`src/tkd_pkg.sv`:
```
// Shared types, byte codes and key lookup functions for the terminal key decoder.
package tkd_pkg;

    localparam int unsigned BYTE_W  = 8;
    localparam int unsigned KIND_W  = 4;
    localparam int unsigned TEXT_W  = 32;
    localparam int unsigned LEN_W   = 3;
    localparam int unsigned S_DATA_W = 8;
    localparam int unsigned M_DATA_W = 40;

    localparam logic [7:0] B_CR     = 8'h0D;
    localparam logic [7:0] B_LF     = 8'h0A;
    localparam logic [7:0] B_DEL    = 8'h7F;
    localparam logic [7:0] B_BS     = 8'h08;
    localparam logic [7:0] B_CTRL_C = 8'h03;
    localparam logic [7:0] B_CTRL_U = 8'h15;
    localparam logic [7:0] B_CTRL_D = 8'h04;
    localparam logic [7:0] B_ESC    = 8'h1B;
    localparam logic [7:0] B_LBRACK = 8'h5B;
    localparam logic [7:0] B_SS3    = 8'h4F;
    localparam logic [7:0] B_TILDE  = 8'h7E;
    localparam logic [7:0] B_FINAL_LO = 8'h40;
    localparam logic [7:0] B_FINAL_HI = 8'h7E;
    localparam logic [7:0] B_UP     = 8'h41;
    localparam logic [7:0] B_DOWN   = 8'h42;
    localparam logic [7:0] B_RIGHT  = 8'h43;
    localparam logic [7:0] B_LEFT   = 8'h44;
    localparam logic [7:0] B_HOME   = 8'h48;
    localparam logic [7:0] B_END    = 8'h46;
    localparam logic [7:0] B_DIG_1  = 8'h31;
    localparam logic [7:0] B_DIG_7  = 8'h37;
    localparam logic [7:0] B_DIG_4  = 8'h34;
    localparam logic [7:0] B_DIG_8  = 8'h38;

    localparam logic [7:0] MASK_2   = 8'hE0;
    localparam logic [7:0] LEAD_2   = 8'hC0;
    localparam logic [7:0] MASK_3   = 8'hF0;
    localparam logic [7:0] LEAD_3   = 8'hE0;
    localparam logic [7:0] MASK_4   = 8'hF8;
    localparam logic [7:0] LEAD_4   = 8'hF0;

    typedef enum logic [2:0] {
        PH_IDLE = 3'd0,
        PH_ESC  = 3'd1,
        PH_CSI  = 3'd2,
        PH_SS3  = 3'd3,
        PH_UTF  = 3'd4
    } t_phase;

    typedef enum logic [3:0] {
        KEY_TEXT  = 4'd0,
        KEY_ENTER = 4'd1,
        KEY_BACK  = 4'd2,
        KEY_INTR  = 4'd3,
        KEY_CLEAR = 4'd4,
        KEY_EOF   = 4'd5,
        KEY_UP    = 4'd6,
        KEY_DOWN  = 4'd7,
        KEY_RIGHT = 4'd8,
        KEY_LEFT  = 4'd9,
        KEY_HOME  = 4'd10,
        KEY_END   = 4'd11
    } t_key_kind;

    typedef struct packed {
        logic      hit;
        t_key_kind kind;
    } t_key_hit;

    typedef struct packed {
        logic        valid;
        t_key_kind   kind;
        logic [31:0] bytes;
        logic [2:0]  len;
    } t_key_result;

    function automatic t_key_hit ctrl_key(input logic [7:0] b);
        t_key_hit r;
        r.hit  = 1'b1;
        r.kind = KEY_TEXT;
        case (b)
            B_CR, B_LF:  r.kind = KEY_ENTER;
            B_DEL, B_BS: r.kind = KEY_BACK;
            B_CTRL_C:    r.kind = KEY_INTR;
            B_CTRL_U:    r.kind = KEY_CLEAR;
            B_CTRL_D:    r.kind = KEY_EOF;
            default:     r.hit  = 1'b0;
        endcase
        return r;
    endfunction

    function automatic t_key_hit final_key(input logic [7:0] b);
        t_key_hit r;
        r.hit  = 1'b1;
        r.kind = KEY_TEXT;
        case (b)
            B_UP:    r.kind = KEY_UP;
            B_DOWN:  r.kind = KEY_DOWN;
            B_RIGHT: r.kind = KEY_RIGHT;
            B_LEFT:  r.kind = KEY_LEFT;
            B_HOME:  r.kind = KEY_HOME;
            B_END:   r.kind = KEY_END;
            default: r.hit  = 1'b0;
        endcase
        return r;
    endfunction

    // Length of a UTF-8 character from its lead byte; invalid leads count as one.
    function automatic logic [2:0] lead_len(input logic [7:0] b);
        logic [2:0] n;
        if (!b[7]) begin
            n = 3'd1;
        end else if ((b & MASK_2) == LEAD_2) begin
            n = 3'd2;
        end else if ((b & MASK_3) == LEAD_3) begin
            n = 3'd3;
        end else if ((b & MASK_4) == LEAD_4) begin
            n = 3'd4;
        end else begin
            n = 3'd1;
        end
        return n;
    endfunction

endpackage

```
`src/tkd_in_stage.sv`:
```
// Input register holding one accepted byte until the parser takes it.
module tkd_in_stage (
    input  logic       i_clk,
    input  logic       i_rst_n,
    input  logic       i_valid,
    output logic       o_ready,
    input  logic [7:0] i_byte,
    input  logic       i_take,
    output logic       o_valid,
    output logic [7:0] o_byte
);

    logic       r_valid;
    logic [7:0] r_byte;

    assign o_ready = !r_valid || i_take;
    assign o_valid = r_valid;
    assign o_byte  = r_byte;

    always_ff @(posedge i_clk) begin
        if (!i_rst_n) begin
            r_valid <= 1'b0;
        end else if (o_ready) begin
            r_valid <= i_valid;
        end
    end

    always_ff @(posedge i_clk) begin
        if (o_ready && i_valid) begin
            r_byte <= i_byte;
        end
    end

endmodule

```
`src/tkd_parser.sv`:
```
// Parse state machine: turns each byte into at most one key result.
module tkd_parser (
    input  logic                 i_clk,
    input  logic                 i_rst_n,
    input  logic                 i_step,
    input  logic [7:0]           i_byte,
    output tkd_pkg::t_key_result o_res
);

    tkd_pkg::t_phase r_phase, n_phase;
    logic [31:0] r_char_bytes, n_char_bytes;
    logic [2:0]  r_expected, n_expected;
    logic [2:0]  r_collected, n_collected;
    logic [1:0]  r_csi_count, n_csi_count;
    logic [7:0]  r_csi_first, n_csi_first;

    tkd_pkg::t_key_hit fin_hit;
    tkd_pkg::t_key_hit ctl_hit;
    logic [2:0]  lead_n;
    logic        is_final;
    logic [31:0] utf_bytes;
    logic [2:0]  utf_count;

    assign fin_hit   = tkd_pkg::final_key(i_byte);
    assign ctl_hit   = tkd_pkg::ctrl_key(i_byte);
    assign lead_n    = tkd_pkg::lead_len(i_byte);
    assign is_final  = (i_byte >= tkd_pkg::B_FINAL_LO) && (i_byte <= tkd_pkg::B_FINAL_HI);
    assign utf_count = r_collected + 3'd1;

    // Place the byte at the slot given by the number already collected.
    always_comb begin
        utf_bytes = r_char_bytes;
        case (r_collected[1:0])
            2'd0:    utf_bytes[7:0]   = r_char_bytes[7:0]   | i_byte;
            2'd1:    utf_bytes[15:8]  = r_char_bytes[15:8]  | i_byte;
            2'd2:    utf_bytes[23:16] = r_char_bytes[23:16] | i_byte;
            default: utf_bytes[31:24] = r_char_bytes[31:24] | i_byte;
        endcase
    end

    // Next phase.
    always_comb begin
        n_phase = r_phase;
        case (r_phase)
            tkd_pkg::PH_ESC: begin
                if (i_byte == tkd_pkg::B_LBRACK) begin
                    n_phase = tkd_pkg::PH_CSI;
                end else if (i_byte == tkd_pkg::B_SS3) begin
                    n_phase = tkd_pkg::PH_SS3;
                end else begin
                    n_phase = tkd_pkg::PH_IDLE;
                end
            end
            tkd_pkg::PH_SS3: n_phase = tkd_pkg::PH_IDLE;
            tkd_pkg::PH_CSI: begin
                if (is_final) begin
                    n_phase = tkd_pkg::PH_IDLE;
                end
            end
            tkd_pkg::PH_UTF: begin
                if (utf_count >= r_expected) begin
                    n_phase = tkd_pkg::PH_IDLE;
                end
            end
            default: begin
                if (i_byte == tkd_pkg::B_ESC) begin
                    n_phase = tkd_pkg::PH_ESC;
                end else if (!ctl_hit.hit && lead_n != 3'd1) begin
                    n_phase = tkd_pkg::PH_UTF;
                end
            end
        endcase
    end

    // Result and next values of the data registers.
    always_comb begin
        o_res.valid  = 1'b0;
        o_res.kind   = tkd_pkg::KEY_TEXT;
        o_res.bytes  = 32'd0;
        o_res.len    = 3'd0;
        n_char_bytes = r_char_bytes;
        n_expected   = r_expected;
        n_collected  = r_collected;
        n_csi_count  = r_csi_count;
        n_csi_first  = r_csi_first;
        case (r_phase)
            tkd_pkg::PH_ESC: begin
                if (i_byte == tkd_pkg::B_LBRACK) begin
                    n_csi_count = 2'd0;
                    n_csi_first = 8'd0;
                end
            end
            tkd_pkg::PH_SS3: begin
                o_res.valid = fin_hit.hit;
                o_res.kind  = fin_hit.kind;
            end
            tkd_pkg::PH_CSI: begin
                if (is_final) begin
                    if (r_csi_count == 2'd0) begin
                        o_res.valid = fin_hit.hit;
                        o_res.kind  = fin_hit.kind;
                    end else if (r_csi_count == 2'd1 && i_byte == tkd_pkg::B_TILDE) begin
                        if (r_csi_first == tkd_pkg::B_DIG_1 || r_csi_first == tkd_pkg::B_DIG_7) begin
                            o_res.valid = 1'b1;
                            o_res.kind  = tkd_pkg::KEY_HOME;
                        end else if (r_csi_first == tkd_pkg::B_DIG_4 ||
                                     r_csi_first == tkd_pkg::B_DIG_8) begin
                            o_res.valid = 1'b1;
                            o_res.kind  = tkd_pkg::KEY_END;
                        end
                    end
                end else begin
                    if (r_csi_count == 2'd0) begin
                        n_csi_first = i_byte;
                    end
                    // Saturate at two: longer parameter runs never map.
                    if (r_csi_count != 2'd2) begin
                        n_csi_count = r_csi_count + 2'd1;
                    end
                end
            end
            tkd_pkg::PH_UTF: begin
                n_char_bytes = utf_bytes;
                n_collected  = utf_count;
                if (utf_count >= r_expected) begin
                    o_res.valid = 1'b1;
                    o_res.kind  = tkd_pkg::KEY_TEXT;
                    o_res.bytes = utf_bytes;
                    o_res.len   = r_expected;
                end
            end
            default: begin
                if (i_byte != tkd_pkg::B_ESC) begin
                    if (ctl_hit.hit) begin
                        o_res.valid = 1'b1;
                        o_res.kind  = ctl_hit.kind;
                    end else if (lead_n == 3'd1) begin
                        o_res.valid = 1'b1;
                        o_res.kind  = tkd_pkg::KEY_TEXT;
                        o_res.bytes = {24'd0, i_byte};
                        o_res.len   = 3'd1;
                    end else begin
                        n_char_bytes = {24'd0, i_byte};
                        n_expected   = lead_n;
                        n_collected  = 3'd1;
                    end
                end
            end
        endcase
    end

    always_ff @(posedge i_clk) begin
        if (!i_rst_n) begin
            r_phase      <= tkd_pkg::PH_IDLE;
            r_char_bytes <= 32'd0;
            r_expected   <= 3'd0;
            r_collected  <= 3'd0;
            r_csi_count  <= 2'd0;
            r_csi_first  <= 8'd0;
        end else if (i_step) begin
            r_phase      <= n_phase;
            r_char_bytes <= n_char_bytes;
            r_expected   <= n_expected;
            r_collected  <= n_collected;
            r_csi_count  <= n_csi_count;
            r_csi_first  <= n_csi_first;
        end
    end

    a_utf_count: assert property (@(posedge i_clk) disable iff (!i_rst_n)
        r_phase == tkd_pkg::PH_UTF |-> (r_collected != 3'd0) && (r_collected < r_expected)
                                       && (r_expected <= 3'd4))
        else $error("utf collection count out of range");

    a_non_text: assert property (@(posedge i_clk) disable iff (!i_rst_n)
        o_res.valid && o_res.kind != tkd_pkg::KEY_TEXT |-> o_res.len == 3'd0
                                                          && o_res.bytes == 32'd0)
        else $error("non-text key carries text");

    a_text_len: assert property (@(posedge i_clk) disable iff (!i_rst_n)
        o_res.valid && o_res.kind == tkd_pkg::KEY_TEXT |-> o_res.len != 3'd0
                                                          && o_res.len <= 3'd4)
        else $error("text key length out of range");

endmodule

```
`src/tkd_out_stage.sv`:
```
// Result register: holds one key until the downstream side takes it.
module tkd_out_stage (
    input  logic                 i_clk,
    input  logic                 i_rst_n,
    input  logic                 i_load,
    input  tkd_pkg::t_key_result i_res,
    output logic                 o_space,
    output logic                 o_valid,
    input  logic                 i_ready,
    output logic [39:0]          o_data
);

    logic        r_valid;
    logic [3:0]  r_kind;
    logic [31:0] r_bytes;
    logic [2:0]  r_len;

    assign o_space = !r_valid || i_ready;
    assign o_valid = r_valid;
    assign o_data  = {1'b0, r_len, r_bytes, r_kind};

    always_ff @(posedge i_clk) begin
        if (!i_rst_n) begin
            r_valid <= 1'b0;
        end else if (o_space) begin
            r_valid <= i_load && i_res.valid;
        end
    end

    always_ff @(posedge i_clk) begin
        if (o_space && i_load && i_res.valid) begin
            r_kind  <= 4'(i_res.kind);
            r_bytes <= i_res.bytes;
            r_len   <= i_res.len;
        end
    end

    a_kind_range: assert property (@(posedge i_clk) disable iff (!i_rst_n)
        r_valid |-> r_kind <= 4'(tkd_pkg::KEY_END))
        else $error("result kind out of range");

    a_hold_stall: assert property (@(posedge i_clk) disable iff (!i_rst_n)
        r_valid && !i_ready |=> r_valid && $stable(r_bytes) && $stable(r_kind))
        else $error("stalled result changed");

    a_load_space: assert property (@(posedge i_clk) disable iff (!i_rst_n)
        i_load && i_res.valid && !o_space |-> 1'b0)
        else $error("result lost: loaded while full");

endmodule

```
`src/terminal_key_decoder.sv`:
```
// Terminal key decoder: raw terminal bytes in, key events out.
// Path: the completing byte is held in the input register, parsed, and its key loaded into the result register.
// Throughput: one byte per cycle while the result register has space; bytes that finish no key produce no result.
// The figure is set by the single parse step between input and result register.
// Reset (i_rst_n low, synchronous) empties both registers and returns to idle.
module terminal_key_decoder (
    input  logic        i_clk,
    input  logic        i_rst_n,
    input  logic        s_tvalid,
    output logic        s_tready,
    input  logic [7:0]  s_tdata,   // [7:0] in_byte
    output logic        m_tvalid,
    input  logic        m_tready,
    output logic [39:0] m_tdata    // [3:0] key_kind, [35:4] text_bytes, [38:36] text_length
);

    logic                 in_valid;
    logic [7:0]           in_byte;
    logic                 out_space;
    logic                 step;
    tkd_pkg::t_key_result res;

    // Advance a request only when the result register can take its key.
    assign step = in_valid && out_space;

    tkd_in_stage u_in (
        .i_clk   (i_clk),
        .i_rst_n (i_rst_n),
        .i_valid (s_tvalid),
        .o_ready (s_tready),
        .i_byte  (s_tdata),
        .i_take  (step),
        .o_valid (in_valid),
        .o_byte  (in_byte)
    );

    tkd_parser u_parser (
        .i_clk   (i_clk),
        .i_rst_n (i_rst_n),
        .i_step  (step),
        .i_byte  (in_byte),
        .o_res   (res)
    );

    tkd_out_stage u_out (
        .i_clk   (i_clk),
        .i_rst_n (i_rst_n),
        .i_load  (step),
        .i_res   (res),
        .o_space (out_space),
        .o_valid (m_tvalid),
        .i_ready (m_tready),
        .o_data  (m_tdata)
    );

endmodule

```
`config.mk`:
```
export PLATFORM = sky130hd
export DESIGN_NAME = terminal_key_decoder
export DESIGN_NICKNAME = d
export VERILOG_FILES = /design/src/tkd_pkg.sv /design/src/tkd_in_stage.sv /design/src/tkd_parser.sv /design/src/tkd_out_stage.sv /design/src/terminal_key_decoder.sv
export SDC_FILE = /design/constraint.sdc
export NUM_CORES = 1
export LEC_CHECK = 0
export BUFFER_PORTS_ARGS = -buffer_cell sky130_fd_sc_hd__buf_2
export CORE_AREA = 8 8 102 104
export CTS_CLUSTER_SIZE = 16
export DETAILED_ROUTE_END_ITERATION = 10
export DIE_AREA = 0 0 110 112
export GPL_TIMING_DRIVEN = 0
export PLACE_DENSITY_LB_ADDON = 0.2
export SLEW_MARGIN = 20
export SYNTH_ARGS = -nofsm -noshare
export SYNTH_HDL_FRONTEND = slang
export SYNTH_SLANG_ARGS = --single-unit
```
`constraint.sdc`:
```
create_clock -name i_clk -period 10 [get_ports i_clk]
set_input_delay 2 -clock i_clk [delete_from_list [all_inputs] [get_ports i_clk]]
set_output_delay 2 -clock i_clk [all_outputs]
set_load 0.02 [all_outputs]
```
==> flow_summary.ini, run 1 <==
[clock_tree]
clkTransAtPathRegs_ns = 0.09
cts.sinks = 100
htree_levels = 3
cts_tree = built
cts_resized = 0
postCtsHoldBufs = 0
cts_setup_buffers = 0
numCtsBuffers = 9
clk_latency_ns = 0.37
cts_root_buf = clkbuf_8
cts_buffer_depth = 2

[cells_and_area]
syn_to_final_growth_pct = 13.90
n_fill_cell = 798
n_antenna_cell = 0
final_net_count = 556
drive_above_1_share_pct = 16.17

[routing]
drt_pre_antenna_iters = 5
drcViolationCount = 0
wl_per_cell_um = 18.38
ant_nets = 0
vias_per_cell = 5.982
finalWirelength_mm = 11.93
drt_iter0_drc = 345
vias = 3882

[timing]
hold_ws_ns = 0.4787
fmax_mhz = 204.5
rsz0062_at_grt = false
final_hold_viol_count = 0
setup_viol = 0
setup_tns_ns = 0
finClkSkew_ns = 0.01245
period_share_pct = 48.91
maxSlewViolCount = 0
post-route-min-period_ns = 4.891
slew_headroom_pct = 48.21
max_slew.worst_pin.slew_ns = 0.7660

[logic_synthesis]
synth-async-reset-ratio_pct = 0
ys_seq_area_share_pct = 52.71
ys_types = 60
synth_ff_type = dfxtp_1
synth_seq_cells = 100
yosys_warnings = 0
syn_nets = 492
syn_area_um2 = 4691
synth_edf_count = 47
syn_inst = 469
avgSynthCellArea_um2 = 10.00

[global_routing]
grt_pass1_wl_mm = 18.94
grt_pass1_vias = 3749
grt_max_degree = 23
track_usage_pct = 19.59
grt_overflow_total = 0
antenna_found_initial = 0

[die]
die_area_um2 = 12320
die_h_um = 112
boundaryPins = 54
die_width_um = 110
start_util_pct = 52.77
core_area_um2 = 8890
placementRows = 35

[critical_path]
crit_slowest_cell = nor2b_1
timing.rr.end = u_out.r_bytes[7]
cp-startpoint = m_tready
slowest_delay_ns = 0.42
rr_worst_depth = 10
setup.worst_path.start_class = primary input
rrSetupSlack_ns = 6.56
worstReg2RegStart = u_parser.r_collected[0]
cp.arrival_ns = 2.89
cp_common_cell = buf_2
critPathMaxFanout = 7
cp-endpoint = s_tready
crit_required_ns = 8.00
end_kind = output pin
critical_path_class = in -> out
crit_chain = buf_2 > nor2b_1 > nand2_1 > buf_2

[power]
p_int_uw = 583.5
pwr-share-seq_pct = 56.0
clkPwrFrac_pct = 34.5
vdd_drop_max_uv = 86.19
cellPowerDensity_nw_per_um2 = 148.5
combPwrFrac_pct = 9.6
swShare_pct = 26.47
p_leak_nw = 1.901
p_switching_uw = 210.1

[place]
place_congestion = 0.9034
numPortBuffers = 52
hpwl_mm = 8.454

[flow_run]
maxCapViolCount = 0

[outcome]
outcome = complete, no violations

[min_path]
hp-class = reg -> reg
cells by family after synthesis:
| group | Yosys count | share of synthesized area [%] |
|---|---|---|
| and+or+nand+nor | 163 | 18.27 |
| AOI/OAI and AO/OA | 131 | 19.31 |
| DFF | 100 | 52.71 |
| buffers and inverters | 51 | 4.348 |
| adders and majority gates | 12 | 3.147 |
| xor gates and xnor gates | 8 | 1.494 |
| muxes | 3 | 0.6402 |
| other | 1 | 0.07994 |
placed cells by master, fill, tap and decap left out, types with 3 or more instances in the layout:
cell type,instances
a21oi_1,42
nor2b_1,6
o211ai_1,3
mux2i_1,3
buf_1,6
o31ai_1,13
inv_1,14
o21ai_1,3
or3_1,6
and2_1,8
or4_1,9
buf_2,59
dfxtp_1,53
nor2_1,63
nand4_1,6
xor2_1,6
nand3_1,8
nand2_1,27
clkbuf_8,9
a211oi_1,3
edfxtp_1,47
nand2b_1,8
a22o_1,17
clkbuf_1,23
a22oi_1,25
ha_1,11
o21ai_0,7
registers in the layout (all words and copies together), names as in the netlist:
name                   cells
u_out.r_bytes             32
u_parser.r_char_bytes     32
u_in.o_byte                8
u_parser.r_csi_first       8
u_out.r_kind               4
u_out.r_len                3
u_parser.r_collected       3
u_parser.r_expected        3
u_parser.r_phase           3
u_parser.r_csi_count       2
u_in.o_valid               1
u_out.o_valid              1
metrics by stage:
| stage | instances | setup WS (ns) | power [mW] | utilization (%) | cell area (µm²) |
|---|---|---|---|---|---|
| after global routing | 649 | 5.004 | 0.8224 | 60.10 | 5343 |
| after detailed placement | 633 | 5.148 | 0.5286 | 57.69 | 5129 |
| after global placement | 632 | 3.903 | 0.5251 | 57.26 | 5090 |
| final | 649 | 5.109 | 0.7936 | 60.10 | 5343 |
| after CTS | 649 | 5.121 | 0.7975 | 60.10 | 5343 |
| after floorplan | 469 | 4.979 | 0.5020 | - | 4691 |
power by group through the flow:
stage                     sequential (mW)  combinational (mW)  clock, mW
after global routing                0.445              0.0814      0.296
after floorplan                     0.462              0.0403          0
after CTS                           0.444              0.0755      0.278
after global placement              0.454              0.0712          0
after detailed placement            0.453              0.0751          0
final                               0.444              0.0758      0.274
cells in the mapped netlist, types with 3 or more instances:
cell type | number | area (µm²)
a211oi_1 | 3 | 22.52
a21oi_1 | 43 | 215.2
a22o_1 | 17 | 148.9
a22oi_1 | 25 | 187.7
and2_1 | 8 | 50.05
buf_1 | 6 | 22.52
buf_2 | 7 | 35.03
clkbuf_1 | 23 | 86.33
dfxtp_1 | 53 | 1061
edfxtp_1 | 47 | 1411
ha_1 | 11 | 137.6
inv_1 | 14 | 52.55
mux2i_1 | 3 | 30.03
nand2_1 | 27 | 101.4
nand2b_1 | 8 | 50.05
nand3_1 | 8 | 40.04
nand4_1 | 6 | 37.54
nor2_1 | 63 | 236.5
nor2b_1 | 6 | 37.54
o211ai_1 | 3 | 22.52
o21ai_0 | 7 | 35.03
o21ai_1 | 3 | 15.01
o31ai_1 | 13 | 97.59
or3_1 | 6 | 37.54
or4_1 | 9 | 67.56
xor2_1 | 6 | 52.55
layer usage:
layer | part of all wire [%] | up-vias | GRT usage (%)
met5 | 0 | - | 0
met4 | 2.4 | 0 | 7.297
met3 | 8.1 | 24 | 3.177
met2 | 47 | 151 | 30.55
met1 | 42 | 1860 | 26.38
li1 | - | 1847 | -
critical path, delay by kind of cell:
family                 cells  cell delay (ns)
buffers and inverters      2             0.29
AND/OR/NAND/NOR            2             0.60
worst min-delay path by stage:
stage,startpoint,end,depth (start not counted)
2_1_floorplan,u_parser.r_expected[1],u_parser.r_expected[1],2
5_1_grt,u_parser.r_csi_first[4],u_parser.r_csi_first[4],2
4_1_cts,u_parser.r_expected[1],u_parser.r_expected[1],2
3_3_place_gp,u_parser.r_expected[1],u_parser.r_expected[1],2
6_report,u_parser.r_csi_first[5],u_parser.r_csi_first[5],2
3_5_place_dp,u_parser.r_char_bytes[1],u_parser.r_char_bytes[1],1
final cells by class:
class / instances / area (µm²) / area share [%]
tap: 111 / 138.9 / 2.600
clock inverter: 7 / 90.09 / 1.686
timing repair buffer: 53 / 287.8 / 5.386
inverter: 14 / 52.55 / 0.9836
multi-input combinational: 318 / 2026 / 37.92
sequential: 100 / 2472 / 46.28
buffer: 37 / 151.4 / 2.834
clock buffer: 9 / 123.9 / 2.319
Power figures use the tool's default switching activity.
==> inputs of run 2 (changes only) <==
ABC_AREA = 1   (was not set)
CORE_AREA = 8 8 104 106   (was 8 8 102 104)
DIE_AREA = 0 0 112 114   (was 0 0 110 112)
clock period = 4.4 ns   (was 10 ns; I/O delays follow)
==> flow_summary.ini, run 2 <==
[clock_tree]
cts_tree = built
postCtsHoldBufs = 0
numCtsBuffers = 9
cts_root_buf = clkbuf_8
cts.sinks = 100
cts_resized = 0
htree_levels = 3
cts_setup_buffers = 0
cts_buffer_depth = 2
clkTransAtPathRegs_ns = 0.09
clk_latency_ns = 0.38

[min_path]
hp-class = reg -> reg
min_from = u_parser.r_phase[2]

[cells_and_area]
syn_to_final_growth_pct = 12.89
drive_above_1_share_pct = 20.47
layout_commonest_cell = nand2_1
final_cell_area_um2 = 5280
layout_common_cells = nand2_1, a21oi_1, buf_2
n_antenna_cell = 0
final_net_count = 619
reg_top3 = u_out.r_bytes x32, u_parser.r_char_bytes x32

[timing]
setup_viol = 0
final_hold_viol_count = 0
finClkSkew_ns = 0.01699
slew_headroom_pct = 58.68
period_share_pct = 65.35
maxSlewViolCount = 0
setup_tns_ns = 0
post-route-min-period_ns = 2.875
fmax_mhz = 347.8
rsz0062_at_grt = false
max_slew.worst_pin.slew_ns = 0.6199

[power]
p_leak_nw = 2.099
pwr-share-seq_pct = 58.0
cellPowerDensity_nw_per_um2 = 329.9
combPwrFrac_pct = 10.0
vdd_drop_max_uv = 164.9
swShare_pct = 27.14
p_switching_uw = 472.8
clkPwrFrac_pct = 32.0
p_int_mw = 1.269

[logic_synthesis]
synth-async-reset-ratio_pct = 0
synth_seq_cells = 100
synth_ff_type = dfxtp_1
synth.top_cell.area_share_pct = 30.18
synth_top_cell_by_area = edfxtp_1
synth_edf_count = 47
yosys_warnings = 0
ys_types = 40
ys_top_cells_by_count = nand2_1, a21oi_1, nor2_1
syn_inst = 532
avgSynthCellArea_um2 = 8.791
ys_seq_area_share_pct = 52.86
ys_top_cells_by_area = edfxtp_1, dfxtp_1, a21oi_1, nand2_1, nor2_1
syn_area_um2 = 4677
syn_nets = 555
yosysMostFrequentCell = nand2_1

[die]
boundaryPins = 54
die_h_um = 114
start_util_pct = 51.35
die_width_um = 112
core_area_um2 = 9109
die_area_um2 = 12770
placementRows = 35

[routing]
drt_iter0_drc = 301
wl_met1_mm = 4.920
finalWirelength_mm = 11.12
drcViolationCount = 0
ant_nets = 0
top_layer = met4
vias = 3899
vias_per_cell = 5.476
wl_per_cell_um = 15.62
routed-wl-met3_um = 746
drt_pre_antenna_iters = 5
dr_wl_met2_mm = 5.156

[critical_path]
critPathMaxFanout = 31
crit_required_ns = 4.48
setup.worst_path.start_class = flop
worstReg2RegStart = u_parser.r_collected[0]
end_kind = flop
crit_slowest_cell = dfxtp_1
cp_common_cell = nand2_1
cp.arrival_ns = 2.95
crit_chain = inv_1 > ha_1 > ha_1 > o21ai_0 > nand2_1 > nand2_1 > nand2_1 > nand2_1 > inv_1 > a21oi_1 > nand3_1 > nand2_1 > inv_2 > buf_12
cp-startpoint = u_parser.r_collected[0]
critical_path_class = reg -> reg
slowest_delay_ns = 0.48

[place]
placedInstanceArea_um2 = 5096
numPortBuffers = 52
place_congestion = 0.8828
hpwl_mm = 7.915

[global_routing]
grt_max_degree = 32
track_usage_pct = 18.41
grt_overflow_total = 0
grt_pass1_vias = 3940
grt_pass1_wl_mm = 18.89
antenna_found_initial = 0

[flow_run]
maxCapViolCount = 0

[outcome]
outcome = complete, no violations
## run 2: power groups by stage
stage	Combinational, mW	Clock (mW)	Sequential [mW]
2_1_floorplan	0.0921	0	1.05
3_3_place_gp	0.167	0	1.03
3_5_place_dp	0.174	0	1.03
4_1_cts	0.175	0.571	1.01
5_1_grt	0.191	0.609	1.01
6_report	0.174	0.558	1.01
## run 2: metal layers
layer  GRT usage [%]  vias to the layer above
li1                -                     1916
met1           22.90                     1821
met2           29.93                      138
met3           3.856                       24
met4           9.083                        0
met5               0                        -
## run 2: worst max-delay path: cells and delay by family (launching register included)
kind | cells | cell delay, ns
AO/OA/AOI/OAI | 2 | 0.12
adder cells (fa/ha/maj) | 2 | 0.61
buffers and inverters | 4 | 0.69
flip-flops | 1 | 0.48
AND/OR/NAND/NOR | 6 | 0.66
## run 2: metrics by stage
| stage | std cells | utilization [%] | power [mW] | worst slack [ns] | hold WS [ns] |
|---|---|---|---|---|---|
| 6_report | 712 | 57.97 | 1.742 | 1.525 | 0.4849 |
| 5_1_grt | 712 | 57.97 | 1.814 | 1.307 | 0.5199 |
| 4_1_cts | 712 | 57.97 | 1.756 | 1.486 | 0.4865 |
| 3_5_place_dp | 696 | 55.95 | 1.205 | 1.507 | 0.4725 |
| 3_3_place_gp | 695 | 55.73 | 1.199 | 0.8138 | 0.4661 |
| 2_1_floorplan | 532 | - | 1.146 | 1.547 | 0.4505 |
## run 2: worst paths after layout
path | to | slack [ns] | cells past startpoint
setup / recovery | u_out.r_bytes[17] | 1.52 | 14
hold / removal | u_parser.r_phase[2] | 0.48 | 2
setup reg to reg | u_out.r_bytes[17] | 1.52 | 14
hold reg to reg | u_parser.r_phase[2] | 0.48 | 2
## run 2: layout make-up
class | instances | area (µm²)
Fill cell | 827 | 3829
Sequential cell | 100 | 2472
Multi-Input combinational cell | 340 | 1794
Timing Repair Buffer | 53 | 280.3
Inverter | 64 | 242.7
Buffer | 28 | 167.7
Tap cell | 111 | 138.9
Clock buffer | 10 | 127.6
Clock inverter | 6 | 56.30
## run 2: logic make-up (layout without fill, tap and decap cells)
group	Yosys count	after routing	synth area share, %
DFF	100	100	52.86
adders and majority gates	11	11	2.943
and+or+nand+nor	200	200	19.74
buffers and inverters	92	161	8.774
xor gates and xnor gates	1	1	0.1873
AOI/OAI and AO/OA	127	127	15.41
other	1	1	0.08018
==> inputs of run 3 (changes only) <==
clock period = 2.4 ns   (was 4.4 ns; I/O delays follow)
==> flow_summary.ini, run 3 (synthesized netlist as in run 2, its figures left out) <==
[clock_tree]
cts_tree = built
cts_buffer_depth = 2
postCtsHoldBufs = 0
cts_root_buf = clkbuf_8
numCtsBuffers = 9
clk_latency_ns = 0.38
clkTransAtPathRegs_ns = 0.11
htree_levels = 3
cts.sinks = 100

[cells_and_area]
n_antenna_cell = 0
syn_to_final_growth_pct = 16.16
reg_top3 = u_out.r_bytes x32, u_parser.r_char_bytes x32
drive_above_1_share_pct = 23.93
final_net_count = 628
layout_commonest_cell = nand2_1
fin_cells = 721
final_cell_area_um2 = 5433
utilization_pct = 59.64
layout_common_cells = nand2_1, a21oi_1, buf_2

[place]
numPortBuffers = 52
placedInstanceArea_um2 = 5129
place_congestion = 0.8557
hpwl_mm = 7.927
placed_cells = 695

[timing]
period_share_pct = 94.56
post-route-min-period_ns = 2.269
final_hold_viol_count = 0
maxSlewViolCount = 0
rsz0062_at_grt = true
finClkSkew_ns = 0.01803
setup_viol = 0
max_slew.worst_pin.slew_ns = 0.5724
fmax_mhz = 440.7
slew_headroom_pct = 61.84
hold_ws_ns = 0.2775

[global_routing]
grt_overflow_total = 0
grt_pass1_vias = 3790
grt-busiest-layer = met2
grt_max_degree = 20
grt_pass1_wl_mm = 18.49
met2_usage_pct = 28.92
antenna_found_initial = 0
use_met1_pct = 23.12
track_usage_pct = 18.07
met3_usage_pct = 3.856

[routing]
vias_per_cell = 5.459
vias = 3936
ant_nets = 0
drt_pre_antenna_iters = 5
drcViolationCount = 0
finalWirelength_mm = 11.55
wl_per_cell_um = 16.01
drt_iter0_drc = 315

[critical_path]
critPathMaxFanout = 10
cp.arrival_ns = 2.42
setup.worst_path.start_class = flop
crit_required_ns = 2.55
critical_path_class = reg -> reg
end_kind = flop

[power]
p_switching_uw = 897.2
combPwrFrac_pct = 10.8
pwr-share-seq_pct = 57.1
p_int_mw = 2.345
power_mw = 3.242
p_leak_nw = 2.148
vdd_drop_max_uv = 347.0
clkPwrFrac_pct = 32.1
swShare_pct = 27.67
cellPowerDensity_nw_per_um2 = 596.8

[die]
boundaryPins = 54
start_util_pct = 51.35
placementRows = 35
core_area_um2 = 9109
die_h_um = 114
die_area_um2 = 12770
die_width_um = 112

[min_path]
hp-class = in -> reg

[outcome]
outcome = complete, no violations

[flow_run]
maxCapViolCount = 0
==> run 3: cell types whose count changed in the layout (fill, tap and decap cells not counted), sizes merged <==
cell / previous run / this run
clkbuf: 16 / 15
buf: 75 / 82
clkinvlp: 1 / 4
==> run 3: final cells by class <==
| class | instances | area (µm²) |
|---|---|---|
| buffer | 28 | 171.4 |
| clock buffer | 9 | 123.9 |
| clock inverter | 7 | 66.31 |
| fill | 834 | 3676 |
| inverter | 64 | 246.5 |
| multi-input combinational | 340 | 1848 |
| sequential | 100 | 2477 |
| tap | 111 | 138.9 |
| timing repair buffer | 60 | 345.3 |
| timing repair inverter | 2 | 15.01 |
==> run 3: path summary, 6_finish.rpt <==
kind,from,to,slack [ns],cells after the start
worst max-delay path,u_in.o_byte[0],u_out.r_bytes[15],0.13,11
worst max register to register,u_in.o_byte[0],u_out.r_bytes[15],0.13,11
worst min register to register,u_parser.r_expected[2],u_parser.r_expected[2],0.49,2
worst min-delay path,s_tdata[5],u_in.o_byte[5],0.28,1
==> run 3: critical path, cell delays in order (launching register included) <==
cell and delay, ns:
edfxtp_1 0.39, buf_2 0.31, nor2_1 0.13, nand2_1 0.12, nor2_1 0.07, nor2_1 0.18
nand3_1 0.12, a21oi_2 0.17, nand3_2 0.11, nand2_4 0.15, clkinvlp_4 0.12, buf_4 0.18
==> run 3: timing repair <==
action                                  CTS  global route
setup buffers                             6             2
pin swaps                                 0             1
gates resized for setup                   2             3
gates cloned                              2             0
endpoints found under the setup margin   39            39
==> run 3: metrics by stage <==
| step | setup slack, ns | setup TNS, ns |
|---|---|---|
| 6_report | 0.1306 | 0 |
| 2_1_floorplan | -0.04999 | -1.950 |
| 5_1_grt | -0.04668 | -1.238 |
| 3_5_place_dp | -0.5899 | -22.87 |
| 4_1_cts | 0.01019 | 0 |
| 3_3_place_gp | -0.5004 | -19.46 |
==> run 3: power groups by stage <==
stage	registers (mW)	logic, mW	clock network (mW)
after floorplan	1.93	0.176	0
after global placement	1.89	0.316	0
after detailed placement	1.89	0.321	0
after CTS	1.85	0.340	1.06
after global routing	1.86	0.378	1.13
final	1.85	0.350	1.04
==> run 3: metal layers <==
metal	share of wire [%]	wire, µm	up-vias
met3	6.2	714	20
met5	0	0	-
li1	-	-	1938
met4	2.5	287	0
met2	46	5367	134
met1	45	5176	1844
